--- config.mk ---
export PLATFORM = sky130hd
export DESIGN_NAME = triple_quadrature_knob_decoder_core
export DESIGN_NICKNAME = d
export VERILOG_FILES = /design/src/rtl/core/tqkd_pkg.sv /design/src/rtl/core/tqkd_knob_lane.sv /design/src/rtl/core/triple_quadrature_knob_decoder_core.sv
export SDC_FILE = /design/constraint.sdc
export NUM_CORES = 1
export LEC_CHECK = 0
export ABC_CLOCK_PERIOD_IN_PS = 4710
export BUFFER_PORTS_ARGS = -buffer_cell sky130_fd_sc_hd__buf_2
export CAP_MARGIN = 30
export CORE_MARGIN = 5
export CORE_UTILIZATION = 55
export DETAILED_ROUTE_END_ITERATION = 7
export PLACE_DENSITY = 0.84
export SKIP_CTS_REPAIR_TIMING = 1
export SLEW_MARGIN = 15
export SYNTH_ARGS = -nofsm -noshare
export SYNTH_HDL_FRONTEND = slang
export SYNTH_SLANG_ARGS = --single-unit
--- constraint.sdc ---
create_clock -name clk_i -period 4.71 [get_ports clk_i]
set_clock_uncertainty 0.05 [all_clocks]
set_input_delay 0.471 -clock clk_i [delete_from_list [all_inputs] [get_ports clk_i]]
set_output_delay 0.471 -clock clk_i [all_outputs]
set_load 0.01 [all_outputs]
--- src/rtl/core/tqkd_pkg.sv ---
// ----------------------------------------------------------------------------
// Knob decoder package
// Shared widths, reset values, the per-knob state type and the direction table.
// ----------------------------------------------------------------------------
package tqkd_pkg;

  localparam int unsigned PinW        = 6;
  localparam int unsigned LevelW      = 8;
  localparam int unsigned NumKnobsDef = 3;
  localparam int unsigned NumOutKnobs = 3;

  localparam logic [1:0]        AbReset     = 2'b11;
  localparam logic [LevelW-1:0] LevelReset  = 8'd128;
  localparam logic [LevelW-1:0] LevelMax    = 8'd255;
  localparam logic [LevelW-1:0] LevelMin    = 8'd0;
  localparam logic [LevelW-1:0] TopLimit    = 8'd250;
  localparam logic [LevelW-1:0] BottomLimit = 8'd5;
  localparam logic [LevelW-1:0] StepSize    = 8'd4;

  typedef enum logic [1:0] {
    DIR_HOLD,
    DIR_UP,
    DIR_DOWN
  } dir_e;

  typedef struct packed {
    logic [1:0]        ab;
    logic [LevelW-1:0] level;
  } knob_state_t;

  // Index is the old A/B state in the upper two bits and the new one below.
  function automatic dir_e dir_lookup(logic [3:0] idx);
    dir_e dir;
    case (idx) inside
      4'h2, 4'h4, 4'hb, 4'hd: dir = DIR_UP;
      4'h1, 4'h7, 4'h8, 4'he: dir = DIR_DOWN;
      default:                dir = DIR_HOLD;
    endcase
    return dir;
  endfunction

endpackage

--- src/rtl/core/tqkd_knob_lane.sv ---
// ----------------------------------------------------------------------------
// Knob update lane
// Decodes one knob's A/B transition and moves its level with saturation.
// ----------------------------------------------------------------------------
module tqkd_knob_lane (
  input  logic [1:0]           pair_i,
  input  logic [1:0]           last_pair_i,
  input  tqkd_pkg::knob_state_t state_i,
  output tqkd_pkg::knob_state_t state_o
);
  import tqkd_pkg::*;

  dir_e              dir;
  logic [LevelW-1:0] level_moved;

  assign dir = dir_lookup({state_i.ab, pair_i});

  always_comb begin
    case (dir)
      DIR_UP: begin
        level_moved = (state_i.level > TopLimit) ? LevelMax : state_i.level + StepSize;
      end
      DIR_DOWN: begin
        level_moved = (state_i.level < BottomLimit) ? LevelMin : state_i.level - StepSize;
      end
      default: begin
        level_moved = state_i.level;
      end
    endcase
  end

  // A knob whose pins are unchanged keeps its whole state.
  always_comb begin
    if (pair_i != last_pair_i) begin
      state_o.ab    = pair_i;
      state_o.level = level_moved;
    end else begin
      state_o = state_i;
    end
  end

endmodule

--- src/rtl/core/triple_quadrature_knob_decoder_core.sv ---
// ----------------------------------------------------------------------------
// Triple quadrature knob decoder core
// Turns pin samples of up to three rotary encoders into saturating levels.
// ----------------------------------------------------------------------------
// Each input transaction carries one sample of six encoder pins, two per knob
// with A in the lower bit. Every transaction returns exactly one result
// transaction with the three 8-bit knob levels after that sample has been
// applied. It takes one transaction per clock unless a result stalls with the
// input register full. The sample lands in an input register; the per-knob
// lanes then decode it against the stored state and load the result register.
// The input register doubles as a skid stage: when it is empty, a new sample
// is still taken while a finished result waits for the consumer. Levels reset to
// 128, move by four per valid detent transition, and clamp at 0 and 255.
// When NUM_KNOBS is below three, the levels of the missing knobs read as 0.
module triple_quadrature_knob_decoder_core #(
  parameter int unsigned NUM_KNOBS = tqkd_pkg::NumKnobsDef
) (
  input  logic                        clk_i,
  input  logic                        rst_ni,
  input  logic                        in_valid_i,
  output logic                        in_ready_o,
  input  logic [tqkd_pkg::PinW-1:0]   pin_sample_i,
  output logic                        out_valid_o,
  input  logic                        out_ready_i,
  output logic [tqkd_pkg::LevelW-1:0] knob_one_level_o,
  output logic [tqkd_pkg::LevelW-1:0] knob_two_level_o,
  output logic [tqkd_pkg::LevelW-1:0] knob_three_level_o
);
  import tqkd_pkg::*;

  localparam int unsigned PinsW = 2 * NUM_KNOBS;

  // Input stage: the sample waiting to be applied.
  logic            in_valid_q;
  logic [PinW-1:0] pin_q;

  // Decoder state.
  logic [PinsW-1:0] last_pins_q;
  knob_state_t      knob_q [NUM_KNOBS];
  knob_state_t      knob_d [NUM_KNOBS];

  // Result stage.
  logic              out_valid_q;
  logic [LevelW-1:0] out_level_q [NumOutKnobs];

  logic             advance;
  logic             in_accept;
  logic [PinsW-1:0] pins_ext;

  // The input stage moves on whenever the result register is free or drained.
  assign advance    = in_valid_q && (!out_valid_q || out_ready_i);
  assign in_ready_o = !in_valid_q || !out_valid_q || out_ready_i;
  assign in_accept  = in_valid_i && in_ready_o;

  // Pins above the configured knobs are dropped; missing pins read as low.
  if (PinsW <= PinW) begin : g_pins_cut
    assign pins_ext = pin_q[PinsW-1:0];
  end else begin : g_pins_pad
    assign pins_ext = {{(PinsW - PinW){1'b0}}, pin_q};
  end

  for (genvar k = 0; k < NUM_KNOBS; k++) begin : g_lane
    tqkd_knob_lane u_lane (
      .pair_i      (pins_ext[2*k +: 2]),
      .last_pair_i (last_pins_q[2*k +: 2]),
      .state_i     (knob_q[k]),
      .state_o     (knob_d[k])
    );
  end

  always_ff @(posedge clk_i or negedge rst_ni) begin
    if (!rst_ni) begin
      in_valid_q <= 1'b0;
    end else if (in_accept) begin
      in_valid_q <= 1'b1;
    end else if (advance) begin
      in_valid_q <= 1'b0;
    end
  end

  always_ff @(posedge clk_i) begin
    if (in_accept) begin
      pin_q <= pin_sample_i;
    end
  end

  // The stored state only moves when a sample is applied.
  always_ff @(posedge clk_i or negedge rst_ni) begin
    if (!rst_ni) begin
      last_pins_q <= '0;
      for (int k = 0; k < NUM_KNOBS; k++) begin
        knob_q[k].ab    <= AbReset;
        knob_q[k].level <= LevelReset;
      end
    end else if (advance) begin
      last_pins_q <= pins_ext;
      for (int k = 0; k < NUM_KNOBS; k++) begin
        knob_q[k] <= knob_d[k];
      end
    end
  end

  always_ff @(posedge clk_i or negedge rst_ni) begin
    if (!rst_ni) begin
      out_valid_q <= 1'b0;
    end else if (advance) begin
      out_valid_q <= 1'b1;
    end else if (out_ready_i) begin
      out_valid_q <= 1'b0;
    end
  end

  // The result register holds the levels after the applied sample; knobs
  // that are not configured stay at zero.
  for (genvar k = 0; k < NumOutKnobs; k++) begin : g_out
    if (k < NUM_KNOBS) begin : g_used
      always_ff @(posedge clk_i) begin
        if (advance) begin
          out_level_q[k] <= knob_d[k].level;
        end
      end
    end else begin : g_unused
      assign out_level_q[k] = '0;
    end
  end

  assign out_valid_o        = out_valid_q;
  assign knob_one_level_o   = out_level_q[0];
  assign knob_two_level_o   = out_level_q[1];
  assign knob_three_level_o = out_level_q[2];

endmodule

==> impl_metrics.py, run 1 <==
metrics = {
    "synthesis": {
        "synth_area_leader_cell": "edfxtp_1",
        "synth-edff-count": 30,
        "synth-seq-cells": 68,
        "syn_area_per_cell_sq_um": 9.82,
        "yosys-top-cells-area": "edfxtp_1, dfrtp_1, dfstp_2, o21ai_0, a21oi_1",
        "async_reset_ff_frac": 0.559,
        "synth.distinct_cells": 62,
        "synth_flop_cell": "edfxtp_1",
        "syn-cell-area_sq_um": 4110,
        "synthCells": 419,
        "ys_seq_area_frac": 0.453,
        "netlist.area_leader.share": 0.219,
        "yosysWarningCount": 0,
        "synth_nets": 441,
    },
    "cts": {
        "cts_sinks": 68,
        "cts-root-buf": "clkbuf_8",
        "cts_buffers": 9,
        "clock_path_buffers": 2,
        "cts_tree": "yes",
        "ctsHtreeMaxLevel": 3,
        "cts.clk_slew.worst_paths_ns": 0.07,
        "insertion_delay_ns": 0.35,
    },
    "finish": {
        "layout-drive-gt1-share": 0.186,
        "nNetsFinal": 469,
        "antenna_cells": 0,
        "regArea_sq_um": 1860,
        "area_delta_synth_final_pct": 10.3,
        "multiInputGateArea_sq_um": 2110,
        "fill_cells": 607,
    },
    "power_and_ir_drop": {
        "p_leak_nw": 1.84,
        "clkPwrFrac": 0.180,
        "p_sw_mw": 1.05,
        "vdd_drop_max_mv": 0.266,
        "comb_power_share": 0.424,
        "power.density_nw_per_um2": 555,
        "p_sw_frac": 0.416,
        "p_seq_frac": 0.395,
        "power_mw": 2.52,
        "p_int_mw": 1.47,
    },
    "global_routing": {
        "grt_pass1_wl_mm": 14.9,
        "grt_max_degree": 39,
        "antenna_found_initial": 0,
        "grt_pass1_vias": 3066,
        "track_usage": 0.206,
        "overflow": 0,
    },
    "sta": {
        "max_slew.worst_pin.slew_ns": 0.732,
        "fin_crit_ns": 2.51,
        "setup_viol": 0,
        "finalHoldViolations": 0,
        "drv_slew": 0,
        "post-route-period-util": 0.533,
        "rsz0062_at_grt": "no",
        "fmax_mhz": 398,
        "setup_tns_ns": 0,
        "timing.slew.headroom": 0.511,
    },
    "die": {
        "die_x_microns": 96.5,
        "ioPinCount": 36,
        "die_area_sq_um": 9310,
        "rows": 31,
        "core_area_sq_um": 7250,
        "initial_core_util": 0.567,
        "die_h_microns": 96.5,
    },
    "critical_path": {
        "endpoint_kind": "register",
        "path_cells": "xnor2_1 -> nand2_1 -> a21boi_1 -> o21ai_0 -> o22ai_1",
        "r2r_setup_slack_ns": 2.20,
        "crit_slowest_cell": "a21boi_1",
        "startpoint_type": "register",
        "critPathArrivalTime_ns": 2.64,
        "crit_path_max_incr_delay_ns": 0.62,
        "path_max_fanout": 11,
        "cp_data_required_time_ns": 4.84,
        "path_class": "reg2reg",
    },
    "routing": {
        "viasPerCell": 6.13,
        "wirelength_mm": 8.71,
        "first_pass_iters": 6,
        "vias": 3378,
        "post_drt_wl_per_cell_microns": 15.8,
        "route.detailed.drc": 0,
        "drtIter0Drc": 190,
        "final_antenna_net_count": 0,
    },
    "hold_path": {
        "hold_path_class": "in2reg",
    },
    "place": {
        "hpwlAfterDp_mm": 6.13,
        "routabilityCongestion": 0.933,
        "port_buffers": 35,
    },
    "run_status": {
        "status": "completed",
    },
    "run": {
        "cap_violations": 0,
    },
}
## registers in the layout, summed over array words and instances, names as in the netlist
| name | cells |
|---|---|
| in_valid_q | 1 |
| knob_q | 30 |
| last_pins_q | 6 |
| out_level_q | 24 |
| out_valid_o | 1 |
| pin_q | 6 |
## metrics by stage
stage / cell area [sq um] / cells / utilization / worst slack (ns) / hold slack, ns
after detailed placement: 4320 / 533 / 0.596 / 2.17 / 0.439
after global routing: 4540 / 551 / 0.625 / 1.85 / 0.220
final: 4540 / 551 / 0.625 / 2.20 / 0.244
after floorplan: 4110 / 419 / - / 2.49 / 0.125
after global placement: 4320 / 533 / 0.596 / 2.23 / 0.433
after CTS: 4510 / 549 / 0.621 / 2.22 / 0.223
## cell usage after synthesis (all sizes together), types with 8 or more instances
library cell	instances
o21ai	40
xnor2	13
edfxtp	30
nor2	26
inv	13
nand2	40
a22o	12
a31oi	8
dfrtp	29
dfstp	9
nand3	14
xor2	10
ha	12
clkbuf	14
nor3	12
a21oi	30
mux2	8
## worst max-delay path: cells and delay by family (launching register included)
kind / cells / cell delay, ns
DFF: 1 / 0.48
xor gates and xnor gates: 1 / 0.38
and+or+nand+nor: 1 / 0.23
AOI/OAI and AO/OA: 3 / 1.21
## layer usage
metal,GRT usage,vias to the layer above,part of all wire
met5,0,-,0
li1,-,1622,-
met1,0.287,1625,0.46
met2,0.316,118,0.47
met4,0.0829,0,0.016
met3,0.0426,13,0.052
## power by group through the flow
stage                     combinational (mW)  sequential [mW]  clock [mW]
after floorplan                        0.898            0.915           0
after global placement                  1.03            0.992           0
after detailed placement                1.05             1.00           0
after CTS                               1.06            0.990       0.461
after global routing                    1.19             1.02       0.493
final                                   1.07            0.996       0.454
## worst paths after layout
kind | from | end | cells past startpoint
min in group asynchronous | rst_ni | in_valid_q$_DFFE_PN0P_ | 2
max | pin_q[0]$_DFFE_PP_ | out_level_q[0][2]$_DFFE_PP_ | 5
min reg2reg | last_pins_q[1]$_DFFE_PN0P_ | last_pins_q[1]$_DFFE_PN0P_ | 2
max in group asynchronous | rst_ni | knob_q[27]$_DFFE_PN1P_ | 3
min | pin_sample_i[5] | pin_q[5]$_DFFE_PP_ | 1
max reg2reg | pin_q[0]$_DFFE_PP_ | out_level_q[0][2]$_DFFE_PP_ | 5
## kinds of logic (layout without fill, tap and decap cells)
kind of cell | after synthesis | in the layout | synth area share
flip-flops | 68 | 68 | 0.453
XOR/XNOR | 23 | 23 | 0.0490
buffers and inverters | 34 | 67 | 0.0350
adder cells (fa/ha/maj) | 12 | 12 | 0.0365
multiplexers | 11 | 11 | 0.0353
AND/OR/NAND/NOR | 126 | 126 | 0.149
AO/OA/AOI/OAI | 145 | 145 | 0.242
## layout make-up
cell class              count  share of cell area
repair buffers             38              0.0469
multi-input cells         317               0.464
inverters                  13              0.0108
well taps                  99              0.0273
clock buffers               9              0.0273
clock inverters             7              0.0127
flip-flops and latches     68               0.411
## placed cells by master (no fill, tap or decap), types with 6 or more instances in the layout
cell type,count
o22ai_1,6
mux2_2,8
clkbuf_8,9
xnor2_1,13
ha_1,12
nor2_1,26
inv_1,13
o21ai_0,38
nand2_1,40
a21o_1,6
edfxtp_1,30
nor3_1,12
a21oi_1,30
buf_2,35
dfrtp_1,29
nand3_1,14
a31oi_1,8
xor2_1,10
dfstp_2,9
a22o_1,12
Note: power is estimated with default switching activity, not from simulation.
==> run 2: changes to the inputs <==
--- a/config.mk
+++ b/config.mk
@@ -5,7 +5,7 @@
 export SDC_FILE = /design/constraint.sdc
 export NUM_CORES = 1
 export LEC_CHECK = 0
-export ABC_CLOCK_PERIOD_IN_PS = 4710
+export ABC_CLOCK_PERIOD_IN_PS = 2500
 export BUFFER_PORTS_ARGS = -buffer_cell sky130_fd_sc_hd__buf_2
 export CAP_MARGIN = 30
 export CORE_MARGIN = 5
==> constraint.sdc (replaced) <==
create_clock -name clk_i -period 2.5 [get_ports clk_i]
set_clock_uncertainty 0.05 [all_clocks]
set_input_delay 0.25 -clock clk_i [delete_from_list [all_inputs] [get_ports clk_i]]
set_output_delay 0.25 -clock clk_i [all_outputs]
set_load 0.01 [all_outputs]
==> run 2 against run 1 <==
Clock-buffer cell count increased by 1. Sequential share of layout area decreased by 0.73 points. Critical path depth increased by 2. Global-route usage about the same. Total power increased by 90%. First-iteration DRC count increased by 15%. Via count increased by 1.8%. Final cell count increased by 2.5%. Critical path type unchanged.
==> impl_metrics.py, run 2 (same netlist as run 1, synthesis figures left out) <==
metrics = {
    "finish": {
        "area_delta_synth_final_pct": 12.3,
        "largest_reg_flops": 30,
        "largest_registers": "knob_q (30), out_level_q (24)",
        "design_area_sq_um": 4620,
        "layout_commonest_cell": "nand2_1",
        "post-route-util": 0.637,
        "final_cell_mix": "nand2_1, o21ai_0, buf_2",
        "layout-drive-gt1-share": 0.210,
        "nNetsFinal": 483,
        "antenna_cells": 0,
        "fill_cells": 611,
        "top_register": "knob_q",
        "regArea_sq_um": 1860,
        "stdcell_count": 565,
        "multiInputGateArea_sq_um": 2110,
    },
    "power_and_ir_drop": {
        "power.density_nw_per_um2": 1040,
        "p_leak_nw": 1.89,
        "power_mw": 4.79,
        "vdd_drop_max_mv": 0.518,
    },
    "place": {
        "placed_area_sq_um": 4430,
        "dp_slack_ns": 0.259,
        "port_buffers": 35,
        "routabilityCongestion": 0.958,
        "hpwlAfterDp_mm": 6.43,
        "dp_cells": 547,
    },
    "sta": {
        "worst_slack_ns": 0.213,
        "rsz0062_at_grt": "no",
        "drv_slew": 0,
        "timing.slew.headroom": 0.558,
        "fmax_mhz": 437,
        "setup_tns_ns": 0,
        "hold_slack_ns": 0.0288,
        "finalHoldViolations": 0,
        "max_slew.worst_pin.slew_ns": 0.660,
        "post-route-period-util": 0.915,
        "setup_viol": 0,
        "fin_crit_ns": 2.29,
    },
    "routing": {
        "post_drt_wl_per_cell_microns": 16.2,
        "first_pass_iters": 5,
        "drtIter0Drc": 218,
        "wirelength_mm": 9.16,
        "vias": 3439,
        "viasPerCell": 6.09,
        "final_antenna_net_count": 0,
        "route.detailed.drc": 0,
    },
    "cts": {
        "clock_path_buffers": 2,
        "cts.clk_slew.worst_paths_ns": 0.08,
        "cts_sinks": 68,
        "cts_buffers": 9,
        "cts-root-buf": "clkbuf_8",
        "insertion_delay_ns": 0.35,
        "ctsHtreeMaxLevel": 3,
        "cts_tree": "yes",
    },
    "die": {
        "die_x_microns": 96.5,
        "core_area_sq_um": 7250,
        "die_area_sq_um": 9310,
        "rows": 31,
        "initial_core_util": 0.567,
        "die_h_microns": 96.5,
        "ioPinCount": 36,
    },
    "global_routing": {
        "antenna_found_initial": 0,
        "track_usage": 0.206,
        "grt_pass1_wl_mm": 14.9,
        "overflow": 0,
        "grt_max_degree": 39,
        "grt_pass1_vias": 3280,
    },
    "critical_path": {
        "startpoint_type": "register",
        "path_max_fanout": 10,
        "path_class": "reg2reg",
        "endpoint_kind": "register",
        "cp_data_required_time_ns": 2.64,
        "critPathArrivalTime_ns": 2.43,
    },
    "hold_path": {
        "hold_path_class": "in2reg",
    },
    "run": {
        "cap_violations": 0,
    },
    "run_status": {
        "status": "completed",
    },
}
==> run 2: layer usage <==
| metal | global-route usage | wire [microns] | vias to the layer above |
|---|---|---|---|
| met1 | 0.257 | 3840 | 1628 |
| met5 | 0 | 0 | - |
| met4 | 0.113 | 255 | 0 |
| li1 | - | - | 1652 |
| met2 | 0.340 | 4470 | 135 |
| met3 | 0.0364 | 590 | 24 |
==> run 2: path summary, 6_finish.rpt <==
| path | endpoint | slack, ns | startpoint | cells past startpoint |
|---|---|---|---|---|
| setup reg to reg | out_level_q[0][7]$_DFFE_PP_ | 0.21 | knob_q[22]$_DFFE_PN0P_ | 7 |
| max in group asynchronous | knob_q[28]$_DFFE_PN1P_ | 1.59 | rst_ni | 3 |
| hold reg to reg | last_pins_q[0]$_DFFE_PN0P_ | 0.45 | last_pins_q[0]$_DFFE_PN0P_ | 2 |
| setup / recovery | out_level_q[0][7]$_DFFE_PP_ | 0.21 | knob_q[22]$_DFFE_PN0P_ | 7 |
| hold / removal | pin_q[0]$_DFFE_PP_ | 0.03 | pin_sample_i[0] | 1 |
| min in group asynchronous | out_valid_o$_DFFE_PN0P_ | 0.27 | rst_ni | 2 |
==> run 2: worst max-delay path, stage by stage, from the launching register on <==
cell and delay [ns]:
dfrtp_1 0.50, inv_1 0.14, ha_1 0.25, a21bo_2 0.20, a21oi_1 0.28, and3_1 0.39, o21ai_0 0.15, a22oi_1 0.19
==> run 2: final cells by class <==
| cell class | instances | area share |
|---|---|---|
| Timing Repair Buffer | 52 | 0.0688 |
| Clock inverter | 6 | 0.00677 |
| Sequential cell | 68 | 0.403 |
| Clock buffer | 10 | 0.0276 |
| Multi-Input combinational cell | 317 | 0.456 |
| Tap cell | 99 | 0.0268 |
| Inverter | 13 | 0.0106 |
==> run 2: report_power, final <==
| part | internal [mW] | switching, mW |
|---|---|---|
| sequential | 1.50 | 0.329 |
| combinational | 0.907 | 1.29 |
| clock | 0.349 | 0.419 |
==> run 3: changes to the inputs <==
--- a/config.mk
+++ b/config.mk
@@ -5,13 +5,13 @@
 export SDC_FILE = /design/constraint.sdc
 export NUM_CORES = 1
 export LEC_CHECK = 0
-export ABC_CLOCK_PERIOD_IN_PS = 2500
+export ABC_CLOCK_PERIOD_IN_PS = 2000
 export BUFFER_PORTS_ARGS = -buffer_cell sky130_fd_sc_hd__buf_2
 export CAP_MARGIN = 30
 export CORE_MARGIN = 5
-export CORE_UTILIZATION = 55
+export CORE_UTILIZATION = 54
 export DETAILED_ROUTE_END_ITERATION = 7
-export PLACE_DENSITY = 0.84
+export PLACE_DENSITY = 0.86
 export SKIP_CTS_REPAIR_TIMING = 1
 export SLEW_MARGIN = 15
 export SYNTH_ARGS = -nofsm -noshare
==> constraint.sdc (replaced) <==
create_clock -name clk_i -period 2 [get_ports clk_i]
set_clock_uncertainty 0.05 [all_clocks]
set_input_delay 0.4 -clock clk_i [delete_from_list [all_inputs] [get_ports clk_i]]
set_output_delay 0.4 -clock clk_i [all_outputs]
set_load 0.01 [all_outputs]
==> run 3 against run 2 <==
The run now ends with setup timing left. Non-clock buffer count rose by 65. Via count increased by 9.9%. First-iteration DRC count grew 4.1%. Combinational power grew 79%. Global-route usage rose by 0.56 points. Flip-flop and latch count is the same. Register-to-register slack lost 0.29 ns. Maximum frequency up 10%. Clock power rose by 30%. Sequential power is 22% higher. Critical path depth shrank 3.
==> impl_metrics.py, run 3 (same netlist as run 1, synthesis figures left out) <==
metrics = {
    "run_status": {
        "status": "finished, violations left",
        "violations": "setup timing",
    },
    "sta": {
        "max_slew.worst_pin.slew_ns": 0.514,
        "worst_slack_ns": -0.0728,
        "timing.slew.headroom": 0.658,
        "rsz0062_at_grt": "yes",
        "fin_crit_ns": 2.07,
        "finalHoldViolations": 0,
        "post-route-period-util": 1.04,
        "fmax_mhz": 482,
        "drv_slew": 0,
        "setup_viol": 7,
        "setup_tns_ns": -0.327,
    },
    "cts": {
        "cts_buffers": 9,
        "ctsHtreeMaxLevel": 3,
        "cts.clk_slew.worst_paths_ns": 0.07,
        "insertion_delay_ns": 0.33,
        "cts_tree": "yes",
        "clock_path_buffers": 2,
        "cts_sinks": 68,
        "cts-root-buf": "clkbuf_8",
    },
    "routing": {
        "drtIter0Drc": 227,
        "vias": 3779,
        "first_pass_iters": 6,
        "wirelength_mm": 11.0,
        "viasPerCell": 6.00,
        "post_drt_wl_per_cell_microns": 17.4,
        "final_antenna_net_count": 0,
        "route.detailed.drc": 0,
    },
    "critical_path": {
        "crit_path_max_incr_delay_ns": 0.58,
        "cp_data_required_time_ns": 2.04,
        "path_max_fanout": 5,
        "path_cells": "or4_4 -> o311ai_4 -> o21ai_0 -> a22o_1",
        "critPathArrivalTime_ns": 2.11,
        "crit_slowest_cell": "or4_4",
        "startpoint_type": "register",
        "r2r_setup_slack_ns": -0.07,
        "endpoint_kind": "register",
        "path_class": "reg2reg",
    },
    "power_and_ir_drop": {
        "power.density_nw_per_um2": 1340,
        "p_seq_frac": 0.312,
        "comb_power_share": 0.548,
        "p_sw_frac": 0.408,
        "p_int_mw": 4.23,
        "clkPwrFrac": 0.140,
        "p_sw_mw": 2.91,
        "p_leak_nw": 2.24,
        "vdd_drop_max_mv": 0.758,
    },
    "die": {
        "core_area_sq_um": 7330,
        "initial_core_util": 0.561,
        "ioPinCount": 36,
        "die_h_microns": 97.3,
        "die_area_sq_um": 9460,
        "rows": 31,
        "die_x_microns": 97.3,
    },
    "finish": {
        "antenna_cells": 0,
        "final_cell_mix": "buf_4, nand2_1, buf_2",
        "nNetsFinal": 548,
        "post-route-util": 0.725,
        "largest_registers": "knob_q (30), out_level_q (24)",
        "design_area_sq_um": 5310,
        "top_register": "knob_q",
        "layout_commonest_cell": "buf_4",
        "fill_cells": 520,
        "area_delta_synth_final_pct": 29.2,
        "largest_reg_flops": 30,
        "layout-drive-gt1-share": 0.392,
    },
    "global_routing": {
        "grt_pass1_wl_mm": 16.6,
        "grt_max_degree": 39,
        "overflow": 0,
        "grt_pass1_vias": 3453,
        "track_usage": 0.212,
        "antenna_found_initial": 0,
    },
    "place": {
        "hpwlAfterDp_mm": 7.36,
        "placed_area_sq_um": 4820,
        "port_buffers": 35,
        "routabilityCongestion": 1.01,
    },
    "hold_path": {
        "hold_path_class": "in2async",
    },
    "run": {
        "cap_violations": 0,
    },
}
[run 3: changes by cell type in the layout (fill, tap and decap cells not counted), sizes merged]
| cell | change |
|---|---|
| clkinvlp | -1 |
| buf | +66 |
| dlygate4sd3 | -1 |
| clkbuf | +4 |
| clkinv | -3 |
[run 3: critical path, delay by kind of cell (launching register included)]
family	cells	cell delay, ns
and+or+nand+nor	1	0.58
DFF	1	0.38
AOI/OAI and AO/OA	3	0.82
[run 3: path summary, 6_finish.rpt]
check | cells past startpoint | from | endpoint
worst min register to register | 2 | last_pins_q[0]$_DFFE_PN0P_ | last_pins_q[0]$_DFFE_PN0P_
worst max register to register | 4 | knob_q[15]$_DFFE_PN0P_ | out_level_q[0][11]$_DFFE_PP_
min in group clk_i | 1 | pin_sample_i[5] | pin_q[5]$_DFFE_PP_
worst max-delay path | 4 | knob_q[15]$_DFFE_PN0P_ | out_level_q[0][11]$_DFFE_PP_
worst min-delay path | 2 | rst_ni | in_valid_q$_DFFE_PN0P_
max in group asynchronous | 2 | rst_ni | knob_q[23]$_DFFE_PN0P_
[run 3: per-stage QoR]
step,total power [mW],setup WS (ns),hold slack (ns),std cells
4_1_cts,6.58,-0.0666,0.0819,614
3_3_place_gp,5.45,-0.000999,0.429,598
3_5_place_dp,5.56,-0.0325,0.439,598
6_report,7.15,-0.0728,0.0638,630
5_1_grt,7.59,-0.134,0.0977,630
2_1_floorplan,4.28,-0.0145,0.0544,419
[run 3: cell type report]
cell class / instances / area, sq um / area share
Clock buffer: 14 / 163 / 0.0306
Inverter: 13 / 48.8 / 0.00918
Multi-Input combinational cell: 317 / 2300 / 0.433
Clock inverter: 2 / 10.0 / 0.00188
Sequential cell: 68 / 1870 / 0.352
Timing Repair Buffer: 117 / 795 / 0.150
Tap cell: 99 / 124 / 0.0233
[run 3: metal layers]
metal  wire [microns]  vias up  global-route usage
li1                 -     1784                   -
met1             4550     1825               0.284
met2             5590      158               0.350
met3              702       12              0.0402
met4              110        0              0.0650
met5                0        -                   0
[run 3: power groups by stage]
stage,logic (mW),registers [mW],clock network (mW)
3_3_place_gp,3.25,2.20,0
5_1_grt,4.24,2.27,1.09
6_report,3.92,2.23,0.998
3_5_place_dp,3.35,2.21,0
4_1_cts,3.38,2.19,1.01
2_1_floorplan,2.13,2.16,0
